==> src/rtl/ppp_pkg.sv <==
// ----------------------------------------------------------------------------
// ppp_pkg
// Shared types, constants and the divider step for the point projection pipe.
// ----------------------------------------------------------------------------
package ppp_pkg;

  // Register indexes of the configuration port
  localparam logic [3:0] RegRotRow0   = 4'd0;
  localparam logic [3:0] RegRotRow1   = 4'd1;
  localparam logic [3:0] RegRotRow2   = 4'd2;
  localparam logic [3:0] RegOriginX   = 4'd3;
  localparam logic [3:0] RegOriginY   = 4'd4;
  localparam logic [3:0] RegOriginZ   = 4'd5;
  localparam logic [3:0] RegScreenDst = 4'd6;
  localparam logic [3:0] RegPointSize = 4'd7;

  // Reset values
  localparam logic [47:0] RotRow0Rst   = 48'h0000_0000_4000;
  localparam logic [47:0] RotRow1Rst   = 48'h0000_4000_0000;
  localparam logic [47:0] RotRow2Rst   = 48'h4000_0000_0000;
  localparam logic [30:0] ScreenDstRst = 31'd32768000;
  localparam logic [30:0] PointSizeRst = 31'd65536;

  // Pipeline shape: subtract, multiply, sum, scale multiply, numerator,
  // one stage per quotient bit, output
  localparam int QBits     = 32;
  localparam int DivFirst  = 6;
  localparam int NumStages = DivFirst + QBits;

  // Rotated point, Q.30
  typedef struct packed {
    logic signed [50:0] cx;
    logic signed [50:0] cy;
    logic signed [50:0] cz;
  } xf_t;

  // One divider lane: partial remainder, numerator low bits that become
  // the quotient, overflow flag
  typedef struct packed {
    logic [48:0] rem;
    logic [31:0] lq;
    logic        ovf;
  } lane_t;

  typedef struct packed {
    logic [48:0] den;
    logic        vis;
    logic        neg_x;
    logic        neg_y;
    lane_t       lx;
    lane_t       ly;
    lane_t       ld;
  } div_t;

  // One restoring division step
  function automatic lane_t div_step(lane_t l, logic [48:0] den);
    logic [49:0] rem2;
    logic [49:0] diff;
    logic        ge;
    lane_t       r;
    rem2   = {l.rem, l.lq[31]};
    diff   = rem2 - {1'b0, den};
    ge     = (rem2 >= {1'b0, den});
    r.rem  = ge ? diff[48:0] : rem2[48:0];
    r.lq   = {l.lq[30:0], ge};
    r.ovf  = l.ovf;
    return r;
  endfunction

endpackage

==> src/rtl/ppp_div_step.sv <==
// ----------------------------------------------------------------------------
// ppp_div_step
// One quotient bit for all three divider lanes, registered.
// ----------------------------------------------------------------------------
module ppp_div_step (
  input  logic          clk_i,
  input  logic          en_i,
  input  ppp_pkg::div_t div_i,
  output ppp_pkg::div_t div_o
);

  ppp_pkg::div_t div_d;
  ppp_pkg::div_t div_q;

  always_comb begin
    div_d    = div_i;
    div_d.lx = ppp_pkg::div_step(div_i.lx, div_i.den);
    div_d.ly = ppp_pkg::div_step(div_i.ly, div_i.den);
    div_d.ld = ppp_pkg::div_step(div_i.ld, div_i.den);
  end

  always_ff @(posedge clk_i) begin
    if (en_i) begin
      div_q <= div_d;
    end
  end

  assign div_o = div_q;

endmodule

==> config.mk <==
export PLATFORM = sky130hd
export DESIGN_NAME = ppp_div_step
export DESIGN_NICKNAME = d
export VERILOG_FILES = /design/src/rtl/ppp_pkg.sv /design/src/rtl/ppp_div_step.sv
export SDC_FILE = /design/constraint.sdc
export NUM_CORES = 1
export LEC_CHECK = 0
export BUFFER_PORTS_ARGS = -buffer_cell sky130_fd_sc_hd__clkbuf_2
export CORE_AREA = 2 2 230 232
export CTS_CLUSTER_SIZE = 25
export DETAILED_ROUTE_END_ITERATION = 12
export DIE_AREA = 0 0 232 234
export GPL_TIMING_DRIVEN = 0
export PLACE_DENSITY = 0.7
export SYNTH_ARGS = -nofsm -noshare
export SYNTH_HDL_FRONTEND = slang
export SYNTH_SLANG_ARGS = --single-unit
==> constraint.sdc <==
create_clock -name clk_i -period 6.2 [get_ports clk_i]
set_input_delay 1.86 -clock clk_i [delete_from_list [all_inputs] [get_ports clk_i]]
set_output_delay 1.86 -clock clk_i [all_outputs]
set_load 0.005 [all_outputs]
Word level (Yosys, flattened, before mapping)
Index checks and enable logic that the tools add are counted.
{"block": "totals", "regBits": 298, "input_bits": 300, "output_inout_bits": 298, "elab_cells": 22}
{"block": "op_classes", "add_sub_neg": 3, "n_lt_le_gt_ge": 3, "muxes": 3}
{"op": "$ge A50 B49 Y1", "n": 3}
{"op": "$mux W49", "n": 3}
{"op": "$sub A49 B49 Y49", "n": 3}

Depth between registers and ports, before layout
{"block": "depth", "depth_word": 2, "ltp_mapped": 16}

Worst setup path before layout
OpenSTA, ideal clock, no wires.
{"block": "synth_path", "path_type": "in2reg", "start": "in div_i[196] (netlist bit)", "end": "reg div_q (netlist bit div_o[198]), data pin", "setup_time_ps": 260, "arrival_time_ps": 4605, "path_slack_ps": 1335, "path_stages": 14, "cell_sequence": "inv_1 -> ha_1 -> inv_1 -> fa_1 -> a211oi_1 -> o21bai_1 -> a211o_1 -> a211o_1 -> nand2_1 -> a211oi_1 -> o21ba_2 -> o21ai_1 -> buf_4 -> mux2_2"}
{"item": "start: declaration", "line_no": "ppp_div_step.sv:8", "text": "input ppp_pkg::div_t div_i,"}
{"item": "end signal: assignment", "line_no": "ppp_div_step.sv:24", "text": "div_q <= div_d;"}
{"item": "end: declaration", "line_no": "ppp_div_step.sv:13", "text": "ppp_pkg::div_t div_q;"}

==> metrics.yaml <==
power.share.switching_pct: 31.12
cts_tree: "yes"
viasPerCell: 5.403
grt_first_pass_wirelength_um: 104000
p_comb_share_pct: 26.8
critical_path_class: "in2reg"
hold_bufs_at_cts: 0
placed_cell_area_um2: 22720
clock_path_buffers: 3
worst_min_path_class: "in2reg"
worst_setup_hold_path_clk_slew_ns: 0.06
synth_area_per_cell_um2: 10.25
drc: 0
postLayoutCoreUtil_pct: 45.83
die_h_um: 234
core_region_area_um2: 52020
vias: 17230
global_route.usage.met2_pct: 47.17
worst_slew_pin_slew_ns: 1.017
drv_cap: 0
starting_density_of_the_core_pct: 36.09
max_slew_headroom_pct: 30.44
detail_route.wl_per_cell_um: 23.10
worst-path-max-fanout: 10
dp_hpwl_um: 61020
worst-endpoint-arrival_ns: 6.23
grt.met1_usage_pct: 29.94
syn-instance-count: 1831
first_global_vias: 16910
die_w_um: 232
post_cts_resized: 0
asyncSetResetFlopFracSynth_pct: 0
total_leakage_power_nw: 10.56
pwr-share-seq_pct: 41.2
timing.critical_path.from: "div_i[249]"
grtUsageMet3_pct: 6.615
port_buffers: 597
yosysTopAreaCellShare_pct: 47.66
areaGrowthSynthToFinish_pct: 26.99
yosys_most_used_dff: "sky130_fd_sc_hd__edfxtp_1"
yosysTopAreaCell: "sky130_fd_sc_hd__edfxtp_1"
synth.top_cells.by_area: "sky130_fd_sc_hd__edfxtp_1 (48%), sky130_fd_sc_hd__ha_1 (9.8%), sky130_fd_sc_hd__a21oi_1 (5.3%), sky130_fd_sc_hd__o21ai_0 (4.3%), sky130_fd_sc_hd__nand2_1 (3.9%)"
cellInternalPower_mw: 4.370
nNetsFinal: 2919
cts_setup_buffers: 0
synth.yosys.seq_area_share_pct: 47.66
mappedNetlistArea_um2: 18780
finalInstanceArea_um2: 23840
cts_root_buf: "sky130_fd_sc_hd__clkbuf_16"
grt_resource_usage_total_pct: 25.88
number_of_antenna_violations_at_the_first_check_in_global_routing: 12
critical_path_required_ns: 6.52
setup-tns-final_ns: 0
min_period_over_period_pct: 95.44
power-per-cell-area_nw_per_um2: 266.1
slew_viol_final: 0
cts_max_level: 2
timing.critical_path.from_type: "primary input"
status: "finished clean"
final_antenna_net_count: 0
standard_cell_row_count: 84
power.net_switching_mw: 1.974
grt_setup_unrepaired: "no"
clock_sink_count: 298
fillCellCount: 4939
crit_path_end_kind: "flip-flop"
dp.cells: 3119
multi_input_comb_area_um2: 9174
report.final.setup_viol: 0
count_of_flip_flops_with_a_built_in_enable_after_synthesis: 298
drtIter0Drc: 1206
netlist-cell-type-count: 84
layout_cells_excl_fill: 3189
drt-total-wl_um: 73660
ys_warn_count: 0
ir_worst_vdd_mv: 0.1844
gr-max-usage-layer: "met2"
largest_reg_flops: 298
net_count_after_synthesis: 2281
power.total_mw: 6.345
gp_routability_congestion: 0.9206
minimum_period_implied_by_the_final_worst_setup_slack_ns: 5.917
grt_start_max_net_pins: 102
first_pass_iters: 5
synth.ff_latch_count: 298
final_layout_size_suffix_gt1_share_pct: 28.65
globalRouteOverflowTotal: 0
boundaryPins: 598
hold_viol_final: 0
num_cts_buffers: 36
ff_latch_area_um2: 8949
p_clk_share_pct: 32.1
full_die_area_um2: 54290
min_delay_path_depth: 1
hold_path.startpoint: "div_i[100]"
maxClockFrequency_mhz: 169.0
layer usage:
layer	up-vias	part of all wire (%)
li1	8105	-
met1	8351	39
met2	652	51
met3	111	7.5
met4	12	2.6
met5	-	0.11
stage by stage:
stage,hold WS [ns],setup WS [ns]
after floorplan,1.959,1.335
after global placement,2.036,-1.549
after detailed placement,2.039,-0.3655
after CTS,1.453,0.1669
after global routing,1.460,0.1236
final,1.483,0.2830
critical path: stages:
cell and delay, ns:
sky130_fd_sc_hd__clkbuf_2 0.29, sky130_fd_sc_hd__ha_1 0.36, sky130_fd_sc_hd__inv_1 0.09, sky130_fd_sc_hd__fa_1 0.43, sky130_fd_sc_hd__a211oi_1 0.23, sky130_fd_sc_hd__o21bai_1 0.14, sky130_fd_sc_hd__a211o_1 0.45, sky130_fd_sc_hd__a211o_1 0.39
sky130_fd_sc_hd__nand2_1 0.13, sky130_fd_sc_hd__a211oi_1 0.11, sky130_fd_sc_hd__o21ba_2 0.23, sky130_fd_sc_hd__o21ai_1 0.57, sky130_fd_sc_hd__buf_4 0.36, sky130_fd_sc_hd__buf_2 0.31, sky130_fd_sc_hd__nand2_1 0.09, sky130_fd_sc_hd__o21ai_0 0.17
cells in the mapped netlist (15+ instances only):
| master | number |
|---|---|
| sky130_fd_sc_hd__clkbuf_1 | 45 |
| sky130_fd_sc_hd__nand3_1 | 30 |
| sky130_fd_sc_hd__o21bai_1 | 32 |
| sky130_fd_sc_hd__nor3_1 | 22 |
| sky130_fd_sc_hd__nand4_1 | 32 |
| sky130_fd_sc_hd__a21o_1 | 73 |
| sky130_fd_sc_hd__a21oi_1 | 197 |
| sky130_fd_sc_hd__xor2_1 | 58 |
| sky130_fd_sc_hd__and3_1 | 19 |
| sky130_fd_sc_hd__nor2_1 | 112 |
| sky130_fd_sc_hd__edfxtp_1 | 298 |
| sky130_fd_sc_hd__inv_1 | 87 |
| sky130_fd_sc_hd__ha_1 | 147 |
| sky130_fd_sc_hd__xnor2_1 | 77 |
| sky130_fd_sc_hd__nor2b_1 | 15 |
| sky130_fd_sc_hd__nand2_1 | 197 |
| sky130_fd_sc_hd__a31oi_1 | 18 |
| sky130_fd_sc_hd__o21ai_0 | 161 |
power by group through the flow:
stage,registers [mW],clock network [mW],logic (mW)
after global placement,2.67,0,1.66
after CTS,2.61,2.09,1.70
after floorplan,2.66,0,0.897
after global routing,2.63,2.15,1.86
final,2.61,2.04,1.70
after detailed placement,2.65,0,1.69
area by class of cell:
| type | instances | area share (%) |
|---|---|---|
| Buffer | 68 | 1.354 |
| Antenna cell | 5 | 0.05248 |
| Multi-Input combinational cell | 1377 | 38.48 |
| Inverter | 88 | 1.385 |
| Timing Repair Buffer | 600 | 12.91 |
| Tap cell | 688 | 3.610 |
| Sequential cell | 298 | 37.53 |
| Clock buffer | 43 | 3.889 |
| Clock inverter | 22 | 0.7872 |
worst paths after layout:
path / to / slack (ns)
max: div_o[202] / 0.28
min: div_o[101] / 1.48
cells in the final DEF, fill, tap and decap left out, drive strengths merged, types with 6 or more instances in the layout:
master    instances
a2111oi           6
a211oi           12
a21boi            6
a21o             74
a21oi           197
a31oi            20
and3             19
and4              7
buf              25
clkbuf          686
clkinv           14
clkinvlp          6
edfxtp          298
ha              147
inv              88
mux2             12
nand2           197
nand2b           13
nand3            32
nand4            32
nor2            112
nor2b            15
nor3             22
nor4              8
o211ai            7
o21a              6
o21ai           173
o21bai           32
o31ai             8
or3               8
xnor2            77
xor2             58
cell families after synthesis:
| group | share of synthesized area (%) |
|---|---|
| buffers and inverters | 3.479 |
| xor gates and xnor gates | 6.298 |
| DFF | 47.66 |
| adders and majority gates | 10.12 |
| and+or+nand+nor | 12.08 |
| AOI/OAI and AO/OA | 19.47 |
| muxes | 0.9063 |
Note: power is estimated with default switching activity, not from simulation.
